===== config.mk =====
export PLATFORM = sky130hd
export DESIGN_NAME = lis_ctrl
export DESIGN_NICKNAME = d
export VERILOG_FILES = /design/src/design/longest_increasing_subsequence_top_defines.svh /design/src/design/lis_pkg.sv /design/src/design/lis_ctrl.sv
export SDC_FILE = /design/constraint.sdc
export NUM_CORES = 1
export LEC_CHECK = 0
export BUFFER_PORTS_ARGS = -buffer_cell sky130_fd_sc_hd__buf_2
export CAP_MARGIN = 20
export CORE_MARGIN = 5
export CORE_UTILIZATION = 35
export CTS_BUF_LIST = sky130_fd_sc_hd__clkbuf_4
export DETAILED_ROUTE_END_ITERATION = 16
export GPL_TIMING_DRIVEN = 0
export SLEW_MARGIN = 20
export SYNTH_ARGS = -nofsm -noshare
export SYNTH_HDL_FRONTEND = slang
export SYNTH_SLANG_ARGS = --single-unit

===== constraint.sdc =====
create_clock -name clk -period 4.3 [get_ports clk]
set_clock_uncertainty 0.05 [all_clocks]
set_input_delay 0.215 -clock clk [delete_from_list [all_inputs] [get_ports clk]]
set_output_delay 0.215 -clock clk [all_outputs]
set_load 0.02 [all_outputs]

===== src/design/longest_increasing_subsequence_top_defines.svh =====
// ----------------------------------------------------------------------------
// Assertion macros for the longest increasing subsequence block
// Each macro expands to one clocked concurrent assertion. It is disabled
// while reset is held and reports through $error.
// ----------------------------------------------------------------------------
`ifndef LONGEST_INCREASING_SUBSEQUENCE_TOP_DEFINES_SVH
`define LONGEST_INCREASING_SUBSEQUENCE_TOP_DEFINES_SVH

// The consequent must hold in the same cycle as the antecedent.
`define LIS_ASSERT_NOW(lbl, ante, cons, msg) \
    lbl: assert property (@(posedge clk) disable iff (!rst_n) (ante) |-> (cons)) \
        else $error(msg);

// The consequent must hold in the cycle after the antecedent.
`define LIS_ASSERT_NEXT(lbl, ante, cons, msg) \
    lbl: assert property (@(posedge clk) disable iff (!rst_n) (ante) |=> (cons)) \
        else $error(msg);

`endif


===== src/design/lis_pkg.sv =====
// ----------------------------------------------------------------------------
// lis_pkg
// Types and constants shared by the longest increasing subsequence block.
// ----------------------------------------------------------------------------
`default_nettype none

package lis_pkg;

    localparam int MAX_LEN = 64;
    localparam int IDX_W   = (MAX_LEN > 1) ? $clog2(MAX_LEN) : 1;
    localparam int CNT_W   = $clog2(MAX_LEN + 1);
    localparam int LINK_W  = IDX_W + 1;
    localparam int VAL_W   = 32;

    typedef logic [CNT_W-1:0]  cnt_t;
    typedef logic [IDX_W-1:0]  idx_t;
    typedef logic [LINK_W-1:0] link_t;

    // Top bit set means the element has no predecessor.
    localparam link_t NO_LINK = link_t'(1) << IDX_W;

    typedef struct packed {
        logic signed [VAL_W-1:0] value;
        logic                    seq_end;
    } item_t;

    typedef struct packed {
        logic signed [VAL_W-1:0] lis_value;
        logic                    lis_last;
        logic                    overflowed;
    } result_t;

    typedef struct packed {
        idx_t                    idx;
        logic signed [VAL_W-1:0] value;
    } pile_ent_t;

    typedef struct packed {
        link_t                   link;
        logic signed [VAL_W-1:0] value;
    } elem_ent_t;

    typedef struct packed {
        logic take;
        logic drop;
        logic srch_rd;
        logic srch_step;
        logic link_rd;
        logic place;
        logic top_rd;
        logic cur_load;
        logic walk_wr;
        logic emit_load;
        logic clear;
    } cmd_t;

    typedef struct packed {
        logic full;
        logic seq_end;
        logic srch_more;
        logic walk_done;
        logic emit_last;
        logic out_free;
    } stat_t;

    typedef enum logic [9:0] {
        ST_IDLE  = 10'b00_0000_0001,
        ST_SRCH  = 10'b00_0000_0010,
        ST_CMP   = 10'b00_0000_0100,
        ST_PLACE = 10'b00_0000_1000,
        ST_TOP   = 10'b00_0001_0000,
        ST_CUR   = 10'b00_0010_0000,
        ST_WRD   = 10'b00_0100_0000,
        ST_WWR   = 10'b00_1000_0000,
        ST_ERD   = 10'b01_0000_0000,
        ST_ELOAD = 10'b10_0000_0000
    } state_t;

endpackage

`default_nettype wire


===== src/design/lis_ctrl.sv =====
// ----------------------------------------------------------------------------
// lis_ctrl
// Sequencer for search, placement, back-link walk and result emission.
// ----------------------------------------------------------------------------
`default_nettype none

module lis_ctrl (
    input  wire logic          clk,
    input  wire logic          rst_n,
    input  wire logic          item_valid,
    input  wire lis_pkg::stat_t stat,
    output logic               item_ready,
    output lis_pkg::cmd_t      cmd
);

    lis_pkg::state_t state_reg;
    lis_pkg::state_t state_next;

    assign item_ready = (state_reg == lis_pkg::ST_IDLE);

    always_comb
    begin
        state_next = state_reg;
        cmd        = '0;
        unique case (state_reg)
            lis_pkg::ST_IDLE:
            begin
                if (item_valid)
                begin
                    cmd.take   = 1'b1;
                    state_next = lis_pkg::ST_SRCH;
                end
            end
            lis_pkg::ST_SRCH:
            begin
                if (stat.full)
                begin
                    // The word is dropped, but an end flag still closes the sequence.
                    cmd.drop   = 1'b1;
                    state_next = stat.seq_end ? lis_pkg::ST_TOP : lis_pkg::ST_IDLE;
                end
                else if (stat.srch_more)
                begin
                    cmd.srch_rd = 1'b1;
                    state_next  = lis_pkg::ST_CMP;
                end
                else
                begin
                    cmd.link_rd = 1'b1;
                    state_next  = lis_pkg::ST_PLACE;
                end
            end
            lis_pkg::ST_CMP:
            begin
                cmd.srch_step = 1'b1;
                state_next    = lis_pkg::ST_SRCH;
            end
            lis_pkg::ST_PLACE:
            begin
                cmd.place  = 1'b1;
                state_next = stat.seq_end ? lis_pkg::ST_TOP : lis_pkg::ST_IDLE;
            end
            lis_pkg::ST_TOP:
            begin
                cmd.top_rd = 1'b1;
                state_next = lis_pkg::ST_CUR;
            end
            lis_pkg::ST_CUR:
            begin
                cmd.cur_load = 1'b1;
                state_next   = lis_pkg::ST_WRD;
            end
            lis_pkg::ST_WRD:
            begin
                state_next = lis_pkg::ST_WWR;
            end
            lis_pkg::ST_WWR:
            begin
                cmd.walk_wr = 1'b1;
                state_next  = stat.walk_done ? lis_pkg::ST_ERD : lis_pkg::ST_WRD;
            end
            lis_pkg::ST_ERD:
            begin
                state_next = lis_pkg::ST_ELOAD;
            end
            lis_pkg::ST_ELOAD:
            begin
                if (stat.out_free)
                begin
                    cmd.emit_load = 1'b1;
                    if (stat.emit_last)
                    begin
                        cmd.clear  = 1'b1;
                        state_next = lis_pkg::ST_IDLE;
                    end
                    else
                    begin
                        state_next = lis_pkg::ST_ERD;
                    end
                end
            end
            default:
            begin
                state_next = lis_pkg::ST_IDLE;
            end
        endcase
    end

    always_ff @(posedge clk or negedge rst_n)
    begin
        if (!rst_n)
        begin
            state_reg <= lis_pkg::ST_IDLE;
        end
        else
        begin
            state_reg <= state_next;
        end
    end

endmodule

`default_nettype wire


; Yosys cells after proc, flatten, opt, wreduce, memory -nomap -nowiden
; Cells that the tools add are included.
[word_totals]
ff_bits = 10
input_bits = 9
output_inout_bits = 12
wordCells = 39
[op_classes]
n_eq_ne = 12
mux = 25
reduce_logical = 1
[ops]
columns = operator, n
row1 = 10-bit case mux with 10 select lines, 1
row2 = 10-bit 2-to-1 mux, 3
row3 = 9-bit 2-to-1 mux, 2
row4 = 1-bit 2-to-1 mux, 14
row5 = 10-bit by 1-bit == test with 1-bit output (second input constant), 1
row6 = 10-bit == test (second input constant), 1
row7 = 10-bit by 2-bit == test with 1-bit output (second input constant), 1
row8 = 10-bit by 3-bit == test with 1-bit output (second input constant), 1
row9 = 10-bit by 4-bit == test with 1-bit output (second input constant), 1
row10 = 10-bit by 5-bit == test with 1-bit output (second input constant), 1
row11 = 10-bit by 6-bit == test with 1-bit output (second input constant), 1
row12 = 10-bit by 7-bit == test with 1-bit output (second input constant), 1
row13 = 10-bit by 8-bit == test with 1-bit output (second input constant), 1
row14 = 10-bit by 9-bit == test with 1-bit output (second input constant), 1
row15 = 2-bit 2-to-1 mux, 3
row16 = 5-bit 2-to-1 mux, 1
row17 = 4-bit 2-to-1 mux, 1
row18 = 2-bit != test (second input constant), 2
row19 = 2-bit AND reduction, 1

; Logic depth before layout (Yosys ltp)
; Gate-level depths: netlist (run 1).
[depth]
ltp_word = 3
ltp_mapped = 6

; Worst setup path after synthesis (run 1)
; Ideal clock, no wire load.
[synth_timing]
path_kind = register to output
startpoint = register state_reg[5]
endpoint = output port cmd[8] (netlist name)
t_arrival_ps = 1988
setup_slack_ps = 2047
stages_incl_launch_ff = 5
path_buffers = 0
path_cell_list = dfrtp_1 > nor4_4 > nand2_4 > or4_4 > nor3b_1
[synth_rtl]
columns = item, line_no
row1 = "start, declared", lis_ctrl.sv:16  ; lis_pkg::state_t state_reg;
row2 = "start signal, assigned", lis_ctrl.sv:113  ; state_reg <= lis_pkg::ST_IDLE;
row3 = "start signal, assigned", lis_ctrl.sv:117  ; state_reg <= state_next;
row4 = "end, declared", lis_ctrl.sv:13  ; output lis_pkg::cmd_t cmd

==> results of run 1 <==
==> path summary, 6_finish.rpt <==
path,start,end,slack [ns]
min in group asynchronous,rst_n,state_reg[7]$_DFFE_PN0P_,0.29
max in group asynchronous,rst_n,state_reg[0]$_DFFE_PN1P_,3.64
hold / removal,stat[3],state_reg[3]$_DFFE_PN0P_,0.1
hold reg to reg,state_reg[4]$_DFFE_PN0P_,state_reg[7]$_DFFE_PN0P_,0.53
setup / recovery,state_reg[5]$_DFFE_PN0P_,cmd[8],1.81
setup reg to reg,state_reg[5]$_DFFE_PN0P_,state_reg[2]$_DFFE_PN0P_,2.39
==> repair_timing <==
action,CTS,global route
hold endpoints to repair,9,0
hold buffers,1,0
buffers inserted,0,0
==> layer usage <==
metal  global-route usage (%)  up-vias  share of wire [%]
li1                         -      344                  -
met1                     14.6      310                 44
met2                     20.7       14                 51
met3                     5.99        0                5.0
met4                     1.24        0                  0
met5                        0        -                  0
==> where the power goes <==
part           leakage, nW  internal [W]  switching, W  total [W]
combinational        0.292     0.0000761     0.0000987   0.000175
clock               0.0184     0.0000421     0.0000307  0.0000729
sequential           0.135      0.000110     0.0000226   0.000133
==> final cells by class <==
cell class,count,area (um^2)
fillers,208,1070
multi-input cells,65,424
inverters,4,15.0
flip-flops and latches,10,251
clock buffers,4,30.0
repair buffers,21,110
plain buffers,2,8.76
well taps,27,33.8
==> worst max-delay path, cell delays in order, from the launching register on <==
cell and delay, ns:
dfrtp_1 0.46, nor4_4 0.48, nand2_4 0.11, or4_4 0.54, nor3b_1 0.19, buf_2 0.19
==> cell usage after synthesis (3+ instances only) <==
| cell | count |
|---|---|
| nor3b_1 | 3 |
| dfrtp_1 | 9 |
| nor4_1 | 5 |
| nand2b_1 | 7 |
| nand2_1 | 5 |
| inv_1 | 4 |
| and3_1 | 4 |
| nor2_1 | 11 |
| nor3_1 | 5 |
==> logic make-up after synthesis <==
| group | share of synthesized area, % |
|---|---|
| AO/OA/AOI/OAI | 9.84 |
| XOR/XNOR | 2.50 |
| buffers and inverters | 3.40 |
| flip-flops | 36.0 |
| AND/OR/NAND/NOR | 48.3 |
==> metrics by stage <==
stage                     util [%]  std cells
after floorplan                  -         81
after global placement        42.9        128
after detailed placement      42.9        128
after CTS                     45.0        133
after global routing          45.0        133
final                         45.0        133
==> key figures, run 1 <==
Placed design
  – PortBufs: 20
  – Pre-CTS setup slack: 2.09 ns
  – GPL Wtd Cong: about 0.75
  – Hpwl dp: between 1000 and 1500 um
  – Post-DP Area: around 830 um^2

Cells and area
  – Area Overhead vs Synth: 24.9%
  – Ant. Diodes: 0
  – Design Area, Final: ~870 um^2
  – Commonest cells after routing, fill and taps aside: buf_2, nor2_1, dfrtp_1
  – Leading cell type in the layout, fill and taps excluded: buf_2
  – Share of cells above drive strength 1: 29.2%
  – Layout Nets: ~120
  – Number of flip-flops under the largest register name: 10

Drt
  – Total Routed Length: 1540 um
  – Antenna viol nets, final: 0
  – 1st-pass router iterations: 4
  – DRC: 0
  – DR vias: around 670
  – Initial detailed-routing violation count: 14
  – Via/cell ratio: 5.02
  – Routed wire length per instance: between 10 and 15 um

Global routing
  – First-pass GRT wire length: roughly 2600 um
  – Initial antenna violation count: 0
  – Gr usage total: about 12%
  – Pin count of the biggest net entering global routing: 11
  – Total gr overflow: 0
  – Vias in the first global route: 610

STA
  – Final worst slack: around 1.8 ns
  – Slew margin rel.: about two thirds
  – Tcrit/Tclk final: slightly below 60%
  – Final setup fails: 0
  – Fmax: approximately 400 MHz
  – Fin Hold WS: ~0.096 ns
  – Unrepaired setup endpoints after global routing: false
  – Tightest Pin Transition: just over 0.5 ns
  – Minimum clock period: around 2.5 ns
  – Post-route setup TNS: 0 ns
  – Slew Viols, Final: 0
  – Hold Vio Cnt, Final: 0

Pwr
  – Power Density: ~440 mW/mm^2
  – Leak pwr: ~0.44 nW
  – Total power: roughly 0.00038 W
  – Max rail drop VDD: 0.340 mV

Critical path
  – Worst EP required: about 4 ns
  – Worst setup SP type: flop
  – Crit Path Category: reg2out
  – Worst Setup End Kind: primary output
  – Reg2Reg Depth: 4
  – Critical path peak fanout: 6
  – Crit path arrival time: about 2.2 ns

Clocking
  – Post-cts sizing count: 0
  – Clk_lat worst skew: 0.26 ns
  – CTS tree: yes
  – Root Driver: clkbuf_4
  – CTS Sinks: 10
  – Htree depth: 1
  – Total CTS buffers: 3
  – Clock buffer depth: 2
  – Worst-path clk slew: about 0.060 ns

Floorplan
  – Die W: about 55 um
  – Initial Util: a little over a third
  – Die height: between 50 and 60 um
  – I/O pin count: 21
  – Cell Rows: 16
  – Core Region: 0.00194 mm^2
  – Die area: 0.00299 mm^2

Logic synthesis
  – FF+latch count, synth: 10
  – Syn Nets: 90
  – Post-Syn Instances: between 80 and 90
  – Post-Syn Area per Cell: between 8 and 9 um^2
  – Register area share after synthesis: roughly 36%
  – Synth top area share: between 30% and 40%
  – Synth warnings: 0
  – Largest area contributor in the netlist: dfrtp_1
  – Synth top area cells: dfrtp_1, nand2b_1, nor4_4
  – Netlist cell types: 31
  – Async SR Flop Fraction: 100%
  – Dominant synthesized flop cell: dfrtp_1
  – EDFF count, synth: 0
  – Post-synthesis cell area: about 700 um^2

Min path
  – Worst min path class: in2reg
  – WHS Path Cells: 2

Run status
  – Status: completed

Job
  – # Max-Cap Violations: 0
(Power assumes the default switching activity.)
==> run 2: changes to the inputs <==
- ABC_AREA: not set -> 1
- clock period: 4.3 -> 2.2 ns (I/O delays scaled with it)
==> run 2 against run 1 <==
Clock-buffer cell count stayed put. Hold slack worse by 0.032 ns. Total power up 81%. Die area rose by 0.88%. Routed wire length is 6.0% lower. Area after synthesis increased by 1.1%. Final area increased by 3.2%. Worst setup slack worse by 1.5 ns. Clock power increased by 98%. Utilization rose by 1.4 points. Flip-flop and latch count unchanged.
==> key figures, run 2 <==
Critical path
  – R2R Path End: state_reg[0]$_DFFE_PN1P_
  – FF-to-FF Start: state_reg[8]$_DFFE_PN0P_
  – Crit Path Category: reg2out
  – Worst setup SP type: flop
  – Crit path arrival time: 1.68 ns (-0.54 ns)
  – Critical path peak fanout: 4 (-2)
  – Reg2Reg Depth: 7 (+3)
  – Reg2reg setup slack: 0.78 ns (-1.61 ns)
  – Worst Setup End Kind: primary output
  – Worst EP required: 2.04 ns (-1.99 ns)

Logic synthesis
  – Netlist cell types: 20 (-35%)
  – Syn Nets: 117 (+30%)
  – EDFF count, synth: 0 (unchanged)
  – Synth warnings: 0 (unchanged)
  – Post-Syn Instances: 108 (+33%)
  – Synth top area cells: dfrtp_1, nand2_1, inv_1
  – Post-synthesis cell area: 707 um^2 (+1.1%)
  – Synth top area share: 31.9% (-0.34 points)
  – Post-Syn Area per Cell: 6.55 um^2 (-24%)
  – Register area share after synthesis: 35.6% (-0.38 points)
  – FF+latch count, synth: 10 (unchanged)
  – Top-count cell post-synth: nand2_1
  – Largest area contributor in the netlist: dfrtp_1
  – Async SR Flop Fraction: 100% (unchanged)
  – Top cell types by occurrence after synthesis: nand2_1, inv_1, nor2_1, dfrtp_1, nand3_1
  – Dominant synthesized flop cell: dfrtp_1

Drt
  – Routed wire length per instance: 8.94 um (-23%)
  – Antenna viol nets, final: 0 (unchanged)
  – Total Routed Length: 1450 um (-6.0%)
  – Via/cell ratio: 4.30 (-14%)
  – 1st-pass router iterations: 4 (unchanged)
  – DRC: 0 (unchanged)
  – DR vias: 696 (+4.2%)
  – Initial detailed-routing violation count: 10 (-4)

Clocking
  – CTS tree: yes
  – Total CTS buffers: 3 (unchanged)
  – Post-cts sizing count: 0 (unchanged)
  – Clock buffer depth: 2 (unchanged)
  – Root Driver: clkbuf_4
  – Clk_lat worst skew: 0.27 ns (about the same)
  – CTS Sinks: 10 (unchanged)
  – Worst-path clk slew: 0.07 ns (about the same)
  – Htree depth: 1 (unchanged)

STA
  – Fmax: around 540 MHz
  – Post-route setup TNS: 0 ns (unchanged)
  – Fin Hold WS: 0.0644 ns (-0.0315 ns)
  – Slew margin rel.: 82.6% (+17 points)
  – Tightest Pin Transition: 0.259 ns (-0.254 ns)
  – Unrepaired setup endpoints after global routing: false
  – Minimum clock period: 1.84 ns
  – Final setup fails: 0 (unchanged)
  – Tcrit/Tclk final: between 80 and 90%
  – Hold Vio Cnt, Final: 0 (unchanged)
  – Slew Viols, Final: 0 (unchanged)

Cells and area
  – Design Area, Final: 901 um^2 (+3.2%)
  – Leading cell type in the layout, fill and taps excluded: nand2_1
  – Share of cells above drive strength 1: 27.4% (-1.8 points)
  – Commonest cells after routing, fill and taps aside: nand2_1, inv_1, nor2_1, buf_2, dfrtp_1
  – Ant. Diodes: 0 (unchanged)
  – Finished Core Util: 46.4% (+1.4 points)
  – Layout Nets: 145 (+25%)
  – Number of flip-flops under the largest register name: 10 (unchanged)
  – Area Overhead vs Synth: 27.4%
  – Non-Filler Instances: 162 (+22%)

Placed design
  – PortBufs: 20 (unchanged)
  – Hpwl dp: 1200 um (-5.1%)
  – Post-DP Area: 841 um^2 (+0.90%)
  – GPL Wtd Cong: 0.797 (+6.6%)
  – Placed cell count: 155 (+21%)

Global routing
  – Pin count of the biggest net entering global routing: 11 (unchanged)
  – Total gr overflow: 0 (unchanged)
  – First-pass GRT wire length: 2580 um (-1.3%)
  – Initial antenna violation count: 0 (unchanged)
  – Gr usage total: 12.4% (+0.035 points)
  – Vias in the first global route: 652 (+6.9%)

Floorplan
  – Die height: 54.9 um (+0.44%)
  – Cell Rows: 16 (unchanged)
  – Initial Util: 36.4% (+0.39 points)
  – Die W: 54.9 um (+0.44%)
  – Core Region: 0.00194 mm^2 (unchanged)
  – Die area: 0.00302 mm^2 (+0.88%)
  – I/O pin count: 21 (unchanged)

Pwr
  – Max rail drop VDD: 0.539 mV (+58%)
  – Power Density: 764 mW/mm^2 (+75%)
  – Leak pwr: 0.585 nW (+32%)

Min path
  – Worst min path class: in2reg
  – Hold worst-path end: state_reg[4]$_DFFE_PN0P_
  – WHS Path Cells: 2 (unchanged)
  – Hold Crit Start: stat[4]

Job
  – # Max-Cap Violations: 0 (unchanged)

Run status
  – Status: completed
-- run 2: cell count changes after synthesis, moves of 3 or more --
cell / previous run / this run
nor4_1: 5 / 0
and3_1: 4 / 1
nand2_1: 5 / 26
nor3b_1: 3 / 0
nand3_1: 1 / 6
inv_1: 4 / 22
inv_2: 0 / 4
or2_1: 0 / 3
nand2b_1: 7 / 0
nor2_4: 0 / 3
nor3_1: 5 / 2
nor2_1: 11 / 20
-- run 2: logic make-up (layout without fill, tap and decap cells) --
logic type	count (synthesis)	after routing	synth area share, %
flip-flops	10	10	35.6
buffers and inverters	26	53	13.8
AO/OA/AOI/OAI	6	6	5.13
AND/OR/NAND/NOR	66	66	45.5
-- run 2: per-stage QoR --
step           total power, W  setup slack (ns)
2_1_floorplan        0.000471             0.718
3_3_place_gp         0.000542             0.652
3_5_place_dp         0.000546             0.624
4_1_cts              0.000699             0.336
5_1_grt              0.000759             0.161
6_report             0.000688             0.359
-- run 2: repair_timing --
item | CTS | global route
hold buffers | 3 | 0
endpoints found under the setup margin | 0 | 0
endpoints found under the hold margin | 12 | 0
buffers inserted | 0 | 0
-- run 2: where the power goes --
part / internal [W] / total (W) / switching, W
registers: 0.000215 / 0.000231 / 0.0000163
clock network: 0.0000823 / 0.000144 / 0.0000616
logic: 0.000107 / 0.000313 / 0.000207
-- run 2: area by class of cell --
type	count	area, um^2
inverter	26	97.6
timing repair buffer	23	130
clock buffer	4	30.0
multi-input combinational	72	358
sequential	10	251
fill	208	1040
tap	27	33.8
-- run 2: worst max path at each step --
| stage | startpoint | to | slack [ns] |
|---|---|---|---|
| floorplan | state_reg[8]$_DFFE_PN0P_ | cmd[6] | 0.72 |
| global placement | state_reg[8]$_DFFE_PN0P_ | cmd[6] | 0.65 |
| detailed placement | state_reg[8]$_DFFE_PN0P_ | cmd[8] | 0.62 |
| CTS | state_reg[8]$_DFFE_PN0P_ | cmd[8] | 0.34 |
| global route | state_reg[8]$_DFFE_PN0P_ | cmd[6] | 0.16 |
| finish | state_reg[8]$_DFFE_PN0P_ | cmd[6] | 0.36 |
-- run 2: routing by layer --
metal | global-route usage (%) | vias to the layer above | part of all wire [%]
met5 | 0 | - | 0
met4 | 10.9 | 0 | 3.8
met3 | 1.07 | 5 | 7.2
met2 | 18.3 | 22 | 44
met1 | 15.9 | 300 | 45
li1 | - | 369 | -
-- run 2: critical path, cell delays in order (launching register included) --
cell     delay, ns
dfrtp_1       0.41
nor2_2        0.16
nand2_1       0.09
nor2_1        0.17
nand2_1       0.09
or2_1         0.25
nor2_1        0.09
buf_2         0.16
